### config.mk
export PLATFORM = sky130hd
export DESIGN_NAME = hysteresis_alarm_trip_unit_flat
export DESIGN_NICKNAME = d
export VERILOG_FILES = /design/src/sv/hat_pkg.sv /design/src/sv/hat_in_if.sv /design/src/sv/hat_out_if.sv /design/src/sv/hat_cfg_regs.sv /design/src/sv/hat_eval.sv /design/src/sv/hysteresis_alarm_trip_unit.sv /design/src/flat_wrapper.sv
export SDC_FILE = /design/constraint.sdc
export NUM_CORES = 1
export LEC_CHECK = 0
export BUFFER_PORTS_ARGS = -buffer_cell sky130_fd_sc_hd__buf_2
export CAP_MARGIN = 20
export CORE_UTILIZATION = 45
export DETAILED_ROUTE_END_ITERATION = 6
export PLACE_DENSITY = 0.65
export SETUP_SLACK_MARGIN = 0.15
export SYNTH_ARGS = -nofsm -noshare
export SYNTH_HDL_FRONTEND = slang
export SYNTH_SLANG_ARGS = --single-unit
export TNS_END_PERCENT = 100
### constraint.sdc
create_clock -name clk -period 8.3 [get_ports clk]
set_input_delay 0.415 -clock clk [delete_from_list [all_inputs] [get_ports clk]]
set_output_delay 0.415 -clock clk [all_outputs]
set_load 0.01 [all_outputs]
### src/sv/hat_pkg.sv
package hat_pkg;

  // default sample width, signed Q16.16
  localparam int unsigned VALUE_BITS_DEF = 32;

  // configuration port
  localparam int unsigned CFG_DATA_W = 64;
  localparam int unsigned CFG_IDX_W  = 4;

  localparam logic [CFG_IDX_W-1:0] REG_HH_LIMIT     = 4'd0;
  localparam logic [CFG_IDX_W-1:0] REG_H_LIMIT      = 4'd1;
  localparam logic [CFG_IDX_W-1:0] REG_L_LIMIT      = 4'd2;
  localparam logic [CFG_IDX_W-1:0] REG_LL_LIMIT     = 4'd3;
  localparam logic [CFG_IDX_W-1:0] REG_HYST_BAND    = 4'd4;
  localparam logic [CFG_IDX_W-1:0] REG_SEV_TABLE    = 4'd5;
  localparam logic [CFG_IDX_W-1:0] REG_TRIP_ACTIONS = 4'd6;
  localparam logic [CFG_IDX_W-1:0] REG_SAFE_OUTPUTS = 4'd7;

  // field widths of the fixed-size registers
  localparam int unsigned HYST_W    = 31;
  localparam int unsigned SEV_ENT_W = 11;
  localparam int unsigned SEV_NUM   = 5;
  localparam int unsigned SEV_TBL_W = SEV_ENT_W * SEV_NUM;
  localparam int unsigned ACT_W     = 2;
  localparam int unsigned SAFE_W    = 32;
  localparam int unsigned SEV_W     = 10;

  // severity table slots
  localparam logic [2:0] SEV_SEL_NORMAL = 3'd0;
  localparam logic [2:0] SEV_SEL_HH     = 3'd1;
  localparam logic [2:0] SEV_SEL_LL     = 3'd2;
  localparam logic [2:0] SEV_SEL_H      = 3'd3;
  localparam logic [2:0] SEV_SEL_L      = 3'd4;

  localparam logic [SEV_ENT_W-1:0] SEV_MAX = 11'd1000;
  localparam logic [SEV_ENT_W-1:0] SEV_MIN = 11'd1;

  // trip action codes, the fourth code behaves as hold
  localparam logic [ACT_W-1:0] ACT_HOLD     = 2'd0;
  localparam logic [ACT_W-1:0] ACT_MANUAL   = 2'd1;
  localparam logic [ACT_W-1:0] ACT_SAFE     = 2'd2;
  localparam logic [ACT_W-1:0] ACT_HOLD_ALT = 2'd3;

  typedef struct packed {
    logic hh;
    logic h;
    logic l;
    logic ll;
  } hat_flags_t;

  typedef struct packed {
    logic [HYST_W-1:0]    hyst_band;
    logic [SEV_TBL_W-1:0] sev_table;
    logic [2*ACT_W-1:0]   trip_actions;
    logic [2*SAFE_W-1:0]  safe_outputs;
  } hat_ctl_t;

endpackage

### src/sv/hat_in_if.sv
interface hat_in_if #(
  parameter int unsigned VALUE_BITS = 32
);
  logic                         valid;
  logic                         ready;
  logic signed [VALUE_BITS-1:0] process_value;
  logic signed [VALUE_BITS-1:0] controller_output;
  logic signed [VALUE_BITS-1:0] manual_output;

  modport source (output valid, process_value, controller_output, manual_output,
                  input ready);
  modport sink (input valid, process_value, controller_output, manual_output,
                output ready);
endinterface

### src/sv/hat_out_if.sv
interface hat_out_if #(
  parameter int unsigned VALUE_BITS = 32
);
  logic                         valid;
  logic                         ready;
  logic                         hh_active;
  logic                         h_active;
  logic                         l_active;
  logic                         ll_active;
  logic                         any_active;
  logic                         flags_changed;
  logic [9:0]                   severity;
  logic signed [VALUE_BITS-1:0] drive_out;
  logic                         force_manual;

  modport source (output valid, hh_active, h_active, l_active, ll_active, any_active,
                  flags_changed, severity, drive_out, force_manual,
                  input ready);
  modport sink (input valid, hh_active, h_active, l_active, ll_active, any_active,
                flags_changed, severity, drive_out, force_manual,
                output ready);
endinterface

### src/sv/hat_cfg_regs.sv
module hat_cfg_regs #(
  parameter int unsigned VALUE_BITS = hat_pkg::VALUE_BITS_DEF
) (
  input  logic                              clk,
  input  logic                              rst_n,
  input  logic                              cfg_we,
  input  logic [hat_pkg::CFG_IDX_W-1:0]     cfg_index,
  input  logic [hat_pkg::CFG_DATA_W-1:0]    cfg_wdata,
  output logic signed [VALUE_BITS-1:0]      hh_limit,
  output logic signed [VALUE_BITS-1:0]      h_limit,
  output logic signed [VALUE_BITS-1:0]      l_limit,
  output logic signed [VALUE_BITS-1:0]      ll_limit,
  output hat_pkg::hat_ctl_t                 ctl
);
  import hat_pkg::*;

  localparam logic [VALUE_BITS-1:0] LIM_MAX = {1'b0, {(VALUE_BITS-1){1'b1}}};
  localparam logic [VALUE_BITS-1:0] LIM_MIN = {1'b1, {(VALUE_BITS-1){1'b0}}};

  logic [VALUE_BITS-1:0] hh_limit_r, h_limit_r, l_limit_r, ll_limit_r;
  hat_ctl_t              ctl_r;

  always_ff @(posedge clk) begin
    if (!rst_n) begin
      hh_limit_r         <= LIM_MAX;
      h_limit_r          <= LIM_MAX;
      l_limit_r          <= LIM_MIN;
      ll_limit_r         <= LIM_MIN;
      ctl_r.hyst_band    <= '0;
      ctl_r.sev_table    <= SEV_TBL_W'(1);
      ctl_r.trip_actions <= '0;
      ctl_r.safe_outputs <= '0;
    end else if (cfg_we) begin
      unique case (cfg_index)
        REG_HH_LIMIT:     hh_limit_r         <= cfg_wdata[VALUE_BITS-1:0];
        REG_H_LIMIT:      h_limit_r          <= cfg_wdata[VALUE_BITS-1:0];
        REG_L_LIMIT:      l_limit_r          <= cfg_wdata[VALUE_BITS-1:0];
        REG_LL_LIMIT:     ll_limit_r         <= cfg_wdata[VALUE_BITS-1:0];
        REG_HYST_BAND:    ctl_r.hyst_band    <= cfg_wdata[HYST_W-1:0];
        REG_SEV_TABLE:    ctl_r.sev_table    <= cfg_wdata[SEV_TBL_W-1:0];
        REG_TRIP_ACTIONS: ctl_r.trip_actions <= cfg_wdata[2*ACT_W-1:0];
        REG_SAFE_OUTPUTS: ctl_r.safe_outputs <= cfg_wdata[2*SAFE_W-1:0];
        default: ;  // unmapped index, write dropped
      endcase
    end
  end

  assign hh_limit = hh_limit_r;
  assign h_limit  = h_limit_r;
  assign l_limit  = l_limit_r;
  assign ll_limit = ll_limit_r;
  assign ctl      = ctl_r;

endmodule

### src/sv/hat_eval.sv
module hat_eval #(
  parameter int unsigned VALUE_BITS = hat_pkg::VALUE_BITS_DEF
) (
  input  hat_pkg::hat_flags_t            flags,
  input  logic signed [VALUE_BITS-1:0]   hh_limit,
  input  logic signed [VALUE_BITS-1:0]   h_limit,
  input  logic signed [VALUE_BITS-1:0]   l_limit,
  input  logic signed [VALUE_BITS-1:0]   ll_limit,
  input  hat_pkg::hat_ctl_t              ctl,
  input  logic signed [VALUE_BITS-1:0]   process_value,
  input  logic signed [VALUE_BITS-1:0]   controller_output,
  input  logic signed [VALUE_BITS-1:0]   manual_output,
  output hat_pkg::hat_flags_t            flags_nxt,
  output logic [hat_pkg::SEV_W-1:0]      severity,
  output logic signed [VALUE_BITS-1:0]   drive_out,
  output logic                           force_manual
);
  import hat_pkg::*;

  // wide enough that limit -/+ band never wraps
  localparam int unsigned CMP_W  = ((VALUE_BITS > HYST_W) ? VALUE_BITS : HYST_W + 1) + 1;
  localparam int unsigned SAFE_B = (VALUE_BITS > SAFE_W) ? SAFE_W : VALUE_BITS;

  logic signed [CMP_W-1:0]  pv_w, hyst_w;
  logic signed [CMP_W-1:0]  hh_w, h_w, l_w, ll_w;
  logic signed [SAFE_B-1:0] safe_hh, safe_ll;
  logic [2:0]               sel;
  logic [SEV_ENT_W-1:0]     sev_raw, sev_clip;
  logic [ACT_W-1:0]         act;
  logic                     trip;
  logic signed [VALUE_BITS-1:0] safe_sel;

  always_comb begin
    pv_w   = CMP_W'(process_value);
    hyst_w = CMP_W'(signed'({1'b0, ctl.hyst_band}));
    hh_w   = CMP_W'(hh_limit);
    h_w    = CMP_W'(h_limit);
    l_w    = CMP_W'(l_limit);
    ll_w   = CMP_W'(ll_limit);

    // set at the limit, clear once past it by the band
    flags_nxt.hh = flags.hh ? !(pv_w <= hh_w - hyst_w) : (pv_w >= hh_w);
    flags_nxt.h  = flags.h  ? !(pv_w <= h_w  - hyst_w) : (pv_w >= h_w);
    flags_nxt.ll = flags.ll ? !(pv_w >= ll_w + hyst_w) : (pv_w <= ll_w);
    flags_nxt.l  = flags.l  ? !(pv_w >= l_w  + hyst_w) : (pv_w <= l_w);
  end

  // severity in priority order hh, ll, h, l, normal
  always_comb begin
    if (flags_nxt.hh)      sel = SEV_SEL_HH;
    else if (flags_nxt.ll) sel = SEV_SEL_LL;
    else if (flags_nxt.h)  sel = SEV_SEL_H;
    else if (flags_nxt.l)  sel = SEV_SEL_L;
    else                   sel = SEV_SEL_NORMAL;

    sev_raw = ctl.sev_table[sel*SEV_ENT_W +: SEV_ENT_W];
    if (sev_raw > SEV_MAX)       sev_clip = SEV_MAX;
    else if (sev_raw <= SEV_MIN) sev_clip = SEV_MIN;
    else                         sev_clip = sev_raw;
    severity = sev_clip[SEV_W-1:0];
  end

  // trip override, hh takes precedence over ll
  always_comb begin
    safe_hh  = ctl.safe_outputs[SAFE_B-1:0];
    safe_ll  = ctl.safe_outputs[SAFE_W +: SAFE_B];
    trip     = flags_nxt.hh || flags_nxt.ll;
    act      = flags_nxt.hh ? ctl.trip_actions[ACT_W-1:0]
                            : ctl.trip_actions[2*ACT_W-1:ACT_W];
    safe_sel = flags_nxt.hh ? VALUE_BITS'(safe_hh) : VALUE_BITS'(safe_ll);

    drive_out    = controller_output;
    force_manual = 1'b0;
    if (trip) begin
      case (act)
        ACT_MANUAL: begin
          drive_out    = manual_output;
          force_manual = 1'b1;
        end
        ACT_SAFE: drive_out = safe_sel;
        default:  drive_out = controller_output;
      endcase
    end
  end

endmodule

### src/sv/hysteresis_alarm_trip_unit.sv
// an accepted input beat moves through the input stage and the result register to out_if
// throughput: one beat per cycle while out_if.ready holds; the alarm flags close their loop
//   through flags_r, between the input stage and the result register
// reset (rst_n low, synchronous): flags cleared, both stages emptied, limits to
//   their extremes, band/actions/safe outputs to zero, severity table normal entry one, rest zero
module hysteresis_alarm_trip_unit #(
  parameter int unsigned VALUE_BITS = hat_pkg::VALUE_BITS_DEF
) (
  input  logic                            clk,
  input  logic                            rst_n,
  input  logic                            cfg_we,
  input  logic [hat_pkg::CFG_IDX_W-1:0]   cfg_index,
  input  logic [hat_pkg::CFG_DATA_W-1:0]  cfg_wdata,
  hat_in_if.sink                          in_if,
  hat_out_if.source                       out_if
);
  import hat_pkg::*;

  // configuration
  logic signed [VALUE_BITS-1:0] hh_limit, h_limit, l_limit, ll_limit;
  hat_ctl_t                     ctl;

  hat_cfg_regs #(.VALUE_BITS(VALUE_BITS)) u_cfg (
    .clk       (clk),
    .rst_n     (rst_n),
    .cfg_we    (cfg_we),
    .cfg_index (cfg_index),
    .cfg_wdata (cfg_wdata),
    .hh_limit  (hh_limit),
    .h_limit   (h_limit),
    .l_limit   (l_limit),
    .ll_limit  (ll_limit),
    .ctl       (ctl)
  );

  // input stage: holds one beat until the result register can take it
  logic                         s1_valid_r, s1_valid_nxt;
  logic signed [VALUE_BITS-1:0] s1_pv_r, s1_co_r, s1_mo_r;

  // alarm state and result register
  hat_flags_t                   flags_r, flags_nxt;
  logic                         out_valid_r, out_valid_nxt;
  logic                         out_changed_r;
  logic [SEV_W-1:0]             out_sev_r;
  logic signed [VALUE_BITS-1:0] out_drive_r;
  logic                         out_man_r;

  logic                         in_take;   // input beat accepted
  logic                         advance;   // input stage moves into result register

  logic [SEV_W-1:0]             sev_c;
  logic signed [VALUE_BITS-1:0] drive_c;
  logic                         man_c;

  // result register is free when empty or being drained this cycle
  assign advance     = s1_valid_r && (!out_valid_r || out_if.ready);
  assign in_if.ready = !s1_valid_r || advance;
  assign in_take     = in_if.valid && in_if.ready;

  always_comb begin
    s1_valid_nxt = s1_valid_r;
    if (in_take)      s1_valid_nxt = 1'b1;
    else if (advance) s1_valid_nxt = 1'b0;

    out_valid_nxt = out_valid_r;
    if (advance)           out_valid_nxt = 1'b1;
    else if (out_if.ready) out_valid_nxt = 1'b0;
  end

  // flag update, severity pick and drive override for the staged beat
  hat_eval #(.VALUE_BITS(VALUE_BITS)) u_eval (
    .flags             (flags_r),
    .hh_limit          (hh_limit),
    .h_limit           (h_limit),
    .l_limit           (l_limit),
    .ll_limit          (ll_limit),
    .ctl               (ctl),
    .process_value     (s1_pv_r),
    .controller_output (s1_co_r),
    .manual_output     (s1_mo_r),
    .flags_nxt         (flags_nxt),
    .severity          (sev_c),
    .drive_out         (drive_c),
    .force_manual      (man_c)
  );

  // control state
  always_ff @(posedge clk) begin
    if (!rst_n) begin
      s1_valid_r  <= 1'b0;
      out_valid_r <= 1'b0;
      flags_r     <= '0;
    end else begin
      s1_valid_r  <= s1_valid_nxt;
      out_valid_r <= out_valid_nxt;
      // flags move only with a beat, so each sample sees its predecessor's state
      if (advance) flags_r <= flags_nxt;
    end
  end

  // payload, no reset needed
  always_ff @(posedge clk) begin
    if (in_take) begin
      s1_pv_r <= in_if.process_value;
      s1_co_r <= in_if.controller_output;
      s1_mo_r <= in_if.manual_output;
    end
    if (advance) begin
      out_changed_r <= (flags_nxt != flags_r);
      out_sev_r     <= sev_c;
      out_drive_r   <= drive_c;
      out_man_r     <= man_c;
    end
  end

  // the result flags are the live state: both load on the same beat
  assign out_if.valid         = out_valid_r;
  assign out_if.hh_active     = flags_r.hh;
  assign out_if.h_active      = flags_r.h;
  assign out_if.l_active      = flags_r.l;
  assign out_if.ll_active     = flags_r.ll;
  assign out_if.any_active    = |flags_r;
  assign out_if.flags_changed = out_changed_r;
  assign out_if.severity      = out_sev_r;
  assign out_if.drive_out     = out_drive_r;
  assign out_if.force_manual  = out_man_r;

  // alarm state holds between beats
  a_flags_hold: assert property (@(posedge clk) disable iff (!rst_n)
    !advance |=> $stable(flags_r))
    else $error("alarm flags changed without a beat");

  // severity always within the clamp window
  a_sev_range: assert property (@(posedge clk) disable iff (!rst_n)
    out_if.valid |-> (out_if.severity >= 10'd1 && out_if.severity <= 10'd1000))
    else $error("severity outside clamp range");

  // manual override only on a high-high or low-low trip
  a_man_trip: assert property (@(posedge clk) disable iff (!rst_n)
    (out_if.valid && out_if.force_manual) |-> (out_if.hh_active || out_if.ll_active))
    else $error("manual override without trip");

  // a result with no change reports the same flags as the previous result
  a_changed: assert property (@(posedge clk) disable iff (!rst_n)
    advance |=> (out_changed_r == (flags_r != $past(flags_r))))
    else $error("changed flag does not match flag update");

  // the input stage never drops a beat while the result register is stalled
  a_no_overrun: assert property (@(posedge clk) disable iff (!rst_n)
    (s1_valid_r && out_valid_r && !out_if.ready) |-> !in_if.ready)
    else $error("input accepted into an occupied stage");

endmodule

### src/flat_wrapper.sv
// flat-port wrapper written by rule: the top's interface ports become plain ports
module hysteresis_alarm_trip_unit_flat import hat_pkg::*;
#(
  parameter int unsigned VALUE_BITS = hat_pkg::VALUE_BITS_DEF
)
  (clk, rst_n, cfg_we, cfg_index, cfg_wdata, in_if_valid, in_if_process_value, in_if_controller_output, in_if_manual_output, in_if_ready, out_if_valid, out_if_hh_active, out_if_h_active, out_if_l_active, out_if_ll_active, out_if_any_active, out_if_flags_changed, out_if_severity, out_if_drive_out, out_if_force_manual, out_if_ready);
  hat_in_if #(.VALUE_BITS(VALUE_BITS)) in_if_i ();
  hat_out_if #(.VALUE_BITS(VALUE_BITS)) out_if_i ();
  input  logic clk;
  input  logic rst_n;
  input  logic cfg_we;
  input  logic [hat_pkg::CFG_IDX_W-1:0] cfg_index;
  input  logic [hat_pkg::CFG_DATA_W-1:0] cfg_wdata;
  input wire logic [$bits(in_if_i.valid)-1:0] in_if_valid;
  input wire logic [$bits(in_if_i.process_value)-1:0] in_if_process_value;
  input wire logic [$bits(in_if_i.controller_output)-1:0] in_if_controller_output;
  input wire logic [$bits(in_if_i.manual_output)-1:0] in_if_manual_output;
  output wire logic [$bits(in_if_i.ready)-1:0] in_if_ready;
  output wire logic [$bits(out_if_i.valid)-1:0] out_if_valid;
  output wire logic [$bits(out_if_i.hh_active)-1:0] out_if_hh_active;
  output wire logic [$bits(out_if_i.h_active)-1:0] out_if_h_active;
  output wire logic [$bits(out_if_i.l_active)-1:0] out_if_l_active;
  output wire logic [$bits(out_if_i.ll_active)-1:0] out_if_ll_active;
  output wire logic [$bits(out_if_i.any_active)-1:0] out_if_any_active;
  output wire logic [$bits(out_if_i.flags_changed)-1:0] out_if_flags_changed;
  output wire logic [$bits(out_if_i.severity)-1:0] out_if_severity;
  output wire logic [$bits(out_if_i.drive_out)-1:0] out_if_drive_out;
  output wire logic [$bits(out_if_i.force_manual)-1:0] out_if_force_manual;
  input wire logic [$bits(out_if_i.ready)-1:0] out_if_ready;
  assign in_if_i.valid = in_if_valid;
  assign in_if_i.process_value = in_if_process_value;
  assign in_if_i.controller_output = in_if_controller_output;
  assign in_if_i.manual_output = in_if_manual_output;
  assign in_if_ready = in_if_i.ready;
  assign out_if_valid = out_if_i.valid;
  assign out_if_hh_active = out_if_i.hh_active;
  assign out_if_h_active = out_if_i.h_active;
  assign out_if_l_active = out_if_i.l_active;
  assign out_if_ll_active = out_if_i.ll_active;
  assign out_if_any_active = out_if_i.any_active;
  assign out_if_flags_changed = out_if_i.flags_changed;
  assign out_if_severity = out_if_i.severity;
  assign out_if_drive_out = out_if_i.drive_out;
  assign out_if_force_manual = out_if_i.force_manual;
  assign out_if_i.ready = out_if_ready;
  hysteresis_alarm_trip_unit #(.VALUE_BITS(VALUE_BITS)) u_core (.clk(clk), .rst_n(rst_n), .cfg_we(cfg_we), .cfg_index(cfg_index), .cfg_wdata(cfg_wdata), .in_if(in_if_i), .out_if(out_if_i));
endmodule
# == Word level (Yosys, flattened, before mapping) ==
# Index checks and enable logic that the tools add are counted.
# totals
regBits,428
input_bits,169
output_inout_bits,51
wordCells,90
# classes
add_sub_neg,4
multipliers,1
n_lt_le_gt_ge,10
eq_ne,10
shift,1
n_mux,18
reduce_logical,24
# op_table
op,count
$add 32x32->33,2
$ge 32x33->1,2
$le 32x33->1,2
$sub 32x32->33,2
$ge 32x32->1,2
$le 32x32->1,2
$mux 32,2
$pmux 32 s2,1
$shiftx 55x8->11,1
$eq 4x3->1 const B,4
$reduce_and 2->1,8
$mux 3,4
$gt 11x10->1 const B,1
$le 11x1->1 const B,1
$mux 10,1
$mux 1,9
$eq 4x2->1 const B,2
$mul 3x4->7 const B,1
$logic_not 1->1,6
$eq 4x1->1 const B,1
$logic_not 4->1,1
$ne 4x4->1,1
$reduce_bool 2->1,2
$reduce_or 4->1,1
other kinds (6),9

# == Logic depth before layout (Yosys ltp) ==
# depth
depth_word,12
depth_mapped,32
ltp_nobuf,29

# == By module ==
# A second synthesis with hierarchy kept.
# hier_totals
hier_cells,3173
hier_area_um2,28677.5
# modules_own_cells
mod,n_inst,cells_per_inst,area_per_inst_um2,seq_area_each_um2
hat_eval,1,1944,13658.1,0.0
hat_cfg_regs,1,1056,10511.3,5645.4
hysteresis_alarm_trip_unit,1,173,4508.1,4324.1

# == Worst setup path before layout ==
# Ideal clock, no wire load.
# synth_path
path_type,reg2reg
start,reg u_core.u_cfg.ctl_r (netlist bit u_core.u_cfg.ctl[123])
end,"reg u_core.out_drive_r[0], in the netlist u_core.out_if.drive_out[0], data pin"
setup_time_ns,0.271
arrival_ns,6.389
required_ns,8.029
slack_ns,1.640
stages_incl_launch_ff,31
n_path_buf,3
synth_period_minus_slack_ns,6.660
path_cell_list,dfxtp_1 > ha_1 > fa_1 > nor2b_1 > o21ai_0 > a21boi_0 > o21ai_0 > a31oi_1 > a211oi_1 > o31ai_1 > a211oi_1 > o21ai_0 > a21oi_1 > o21ai_0 > xnor2_1 > ha_1 > nand2_1 > nor4_4 > a21oi_1 > o22ai_1 > a211oi_4 > o211a_1 > nor2_1 > clkbuf_1 > clkbuf_1 > mux2i_1 > inv_1 > ha_1 > nor2_1 > clkbuf_1 > a21oi_1
# synth_between
elab_chain_cells,8
word_cells_on_any_way,15
classes_between,add/sub (2); order compare (2); eq/ne (2); mux (6); reduce/logical (3)
# synth_lines
item,line,source
from (decl),hat_cfg_regs.sv:21,hat_ctl_t ctl_r;
$sub 32x32->33,hat_eval.sv:42,flags_nxt.hh = flags.hh ? !(pv_w <= hh_w - hyst_w) : (pv_w >= hh_w);
$le 32x33->1,hat_eval.sv:42,
$logic_not 1->1,hat_eval.sv:42,
$mux 1,hat_eval.sv:42,
$mux 2,hat_eval.sv:68,act = flags_nxt.hh ? ctl.trip_actions[ACT_W-1:0]
$eq 2x2->1 / $eq 2x1->1 (equally long branches),hat_eval.sv:75,case (act)
$pmux 32 s2,hat_eval.sv:75,
$mux 32 (*),hat_eval.sv:74,if (trip) begin
net u_core.drive_c[0],hysteresis_alarm_trip_unit.sv:52,logic signed [VALUE_BITS-1:0] drive_c;
to (signal assigned),hysteresis_alarm_trip_unit.sv:111,out_drive_r <= drive_c;
to (decl),hysteresis_alarm_trip_unit.sv:45,logic signed [VALUE_BITS-1:0] out_drive_r;
# Mark *: on every way through the listed nets, which the timed path passes. The rest lies on a longest branch.
# A chain may end at the register's enable or synchronous reset.

# == Final worst setup path ==
# layout_path
start,reg u_core.u_cfg.ctl_r (netlist bit u_core.u_cfg.ctl[123])
end,"reg u_core.out_drive_r[19], in the netlist u_core.out_if.drive_out[19], data pin"
# Same word-level chain as after synthesis.

==> metrics <==
status completed; htree depth 2; syn avg cell area 8.584 um^2; Placement Cell Area 30380 um^2; Reg2Reg Depth 28; Starting Density 0.4576; Post-DP HPWL 70350 um; Crit path top cell by count o21ai_0; Die ar. 64110 um^2; reg2reg end u_core.out_if.drive_out[19]; switching power of the nets 1.503 mW; Placer Congestion 0.9890; commonest non-fill, non-tap cell in the layout nand2_1; RR Startpoint u_core.u_cfg.ctl[123]; Synth warnings 0; Crit Path Category reg -> reg; RSZ-0062 raised after global routing no; Flop pwr share 0.429; Top Ports 220; GRT Util Overall 0.2928; Tot Pwr ~5.4 mW; 1st-pass router iterations 5; Critical Path Max Stage Delay 0.62 ns; first-pass GRT wire length about 140000 um; share of cells above drive strength 1 0.1088; mapped cell area 28390 um^2; WHS 0.04004 ns; maximum VDD drop 0.1492 mV; CP endpoint kind flip-flop; final WL approximately 95000 um; dpl cells 4276; Leak approximately 14 nW; initial DRC count 2025; Crit-path slowest cell o31ai_1; clk root buf clkbuf_16; post-route cell area 33090 um^2; DR vias/cell 5.663; sw frac 0.2799; setup TNS 0 ns; Mapped Cells 3308; flop2flop setup slack about 0.66 ns; min cycle time layout 7.641 ns; DRC 0; largest net degree at the start of global routing approximately 100; Critical Path End u_core.out_if.drive_out[19]; Power Dens Cells 162.3 nW/um^2; worst skew pair latency 0.64 ns; Distinct cells, synth 95; ANT nets after route 0; Logic pwr share 0.136; Hold WC Path Type in -> reg; vias in the first global route 23.79k; Clk network pwr share 0.435; crit start category flip-flop; commonest non-fill, non-tap cells in the layout nand2_1 (705), ha_1 (386), dfxtp_1 (288); async set-reset flop share out of synthesis 0; Clock Skews 0.04377 ns; PortBufs approximately 220; routed length per instance 21.33 um; Setup Fix Bufs, Post-CTS 0; CTS-repair resized insts 0; worst slew pin tran 1.017 ns; Synth Flop Type dfxtp_1; hold path depth 3; Crit path arrival time 7.98 ns; final period utilization 0.9206; routed vias between 20k and 30k; initial antenna violation count 3; die height 253.2 um; Post-synth EDFFs 140; Critical Path RT around 8.6 ns; GRT overflow 0; register bit count reported by yosys 428; register area share after synthesis 0.3511; Post-Syn Nets 3867; max-slew violation count 0; Pint 3.868 mW; Rows 91; area grow syn2layout 16.54%; Final Instance Count excl. Fillers approximately 4.5k; CP startpoint u_core.u_cfg.ctl[123]; cts bufs inserted 51; Fmax 130.9 MHz; Core ar. 62050 um^2; setup violators final 0; clk buf depth 3; Hold Fails Final Rpt 0; Die X about 250 um; relative slew slack 0.3111; max_cap viols 0; Nets 4148; TritonCTS clock tree built; clock transition at the registers of the reported paths 0.07 ns; Worst Path Max Fanout 64; clock sink count 428
[worst max-delay path: cells and delay by family (launching register included)]
kind                     cells  cell delay, ns
buffers and inverters        2            0.62
adder cells (fa/ha/maj)      4            1.26
flip-flops                   1            0.36
AO/OA/AOI/OAI               14            3.50
AND/OR/NAND/NOR              6            1.21
multiplexers                 1            0.26
XOR/XNOR                     1            0.10
[worst min-delay path by stage]
stage	startpoint	to
finish	cfg_wdata[48]	u_core.u_cfg.ctl[116]
global route	cfg_wdata[61]	u_core.u_cfg.ctl[61]
detailed placement	u_core.u_cfg.ctl[35]	u_core.u_cfg.ctl[35]
floorplan	u_core.u_cfg.ctl[68]	u_core.u_cfg.ctl[68]
global placement	u_core.u_cfg.ctl[69]	u_core.u_cfg.ctl[69]
CTS	cfg_wdata[58]	u_core.u_cfg.ctl[58]
[stage by stage]
step,setup WS [ns],utilization
floorplan,1.640,-
global placement,0.9016,0.4889
detailed placement,0.6810,0.4896
CTS,0.6737,0.5331
global route,0.2062,0.5333
finish,0.6588,0.5333
[cell families after synthesis]
logic type | synth area share
AO/OA/AOI/OAI | 0.2185
XOR/XNOR | 0.03486
adder cells (fa/ha/maj) | 0.1729
buffers and inverters | 0.04631
flip-flops | 0.3511
multiplexers | 0.005508
AND/OR/NAND/NOR | 0.1708
[per-layer routing]
layer	vias up	global-route usage	share of wire
li1	12350	-	-
met1	12010	0.3952	0.44
met2	803	0.4836	0.46
met3	147	0.03433	0.061
met4	4	0.09853	0.033
met5	-	0	0.00024
[registers in the layout, summed over array words and instances, names as in the netlist, 10 cells and up]
register and cells:
u_core.out_if.drive_out 32, u_core.out_if.severity 10, u_core.s1_co_r 32, u_core.s1_mo_r 32, u_core.s1_pv_r 32, u_core.u_cfg.ctl 154, u_core.u_cfg.h_limit 32, u_core.u_cfg.hh_limit 32
u_core.u_cfg.l_limit 32, u_core.u_cfg.ll_limit 32
[power by group through the flow]
stage | logic, mW | clock network (mW) | registers [mW]
6_report | 0.729 | 2.34 | 2.30
5_1_grt | 0.799 | 2.44 | 2.31
4_1_cts | 0.721 | 2.36 | 2.30
3_5_place_dp | 0.680 | 0 | 2.35
3_3_place_gp | 0.674 | 0 | 2.35
2_1_floorplan | 0.427 | 0 | 2.32
[area by class of cell]
class | instances | area (um^2)
Fill cell | 5754 | 28960
Multi-Input combinational cell | 2536 | 17160
Sequential cell | 428 | 9970
Timing Repair Buffer | 348 | 2328
Clock buffer | 63 | 1373
Tap cell | 837 | 1047
Inverter | 224 | 840.8
Clock inverter | 33 | 369.1
Antenna cell | 1 | 2.502
[Yosys cell counts (all sizes together) (57+ instances only)]
cell,count,share of area
edfxtp,140,0.15
nor2,124,0.017
nand3,59,0.010
ha,386,0.17
dfxtp,288,0.20
inv,224,0.030
o211ai,88,0.024
xnor2,59,0.018
a21boi,218,0.058
a21o,57,0.015
clkbuf,99,0.013
a21oi,227,0.040
nand2,707,0.094
o21ai,104,0.018
[what timing repair did]
item | in CTS | in global routing
hold buffers | 96 | 0
hold endpoints to repair | 96 | 0
endpoints found under the setup margin | 0 | 32
Note: power is estimated with default switching activity, not from simulation.
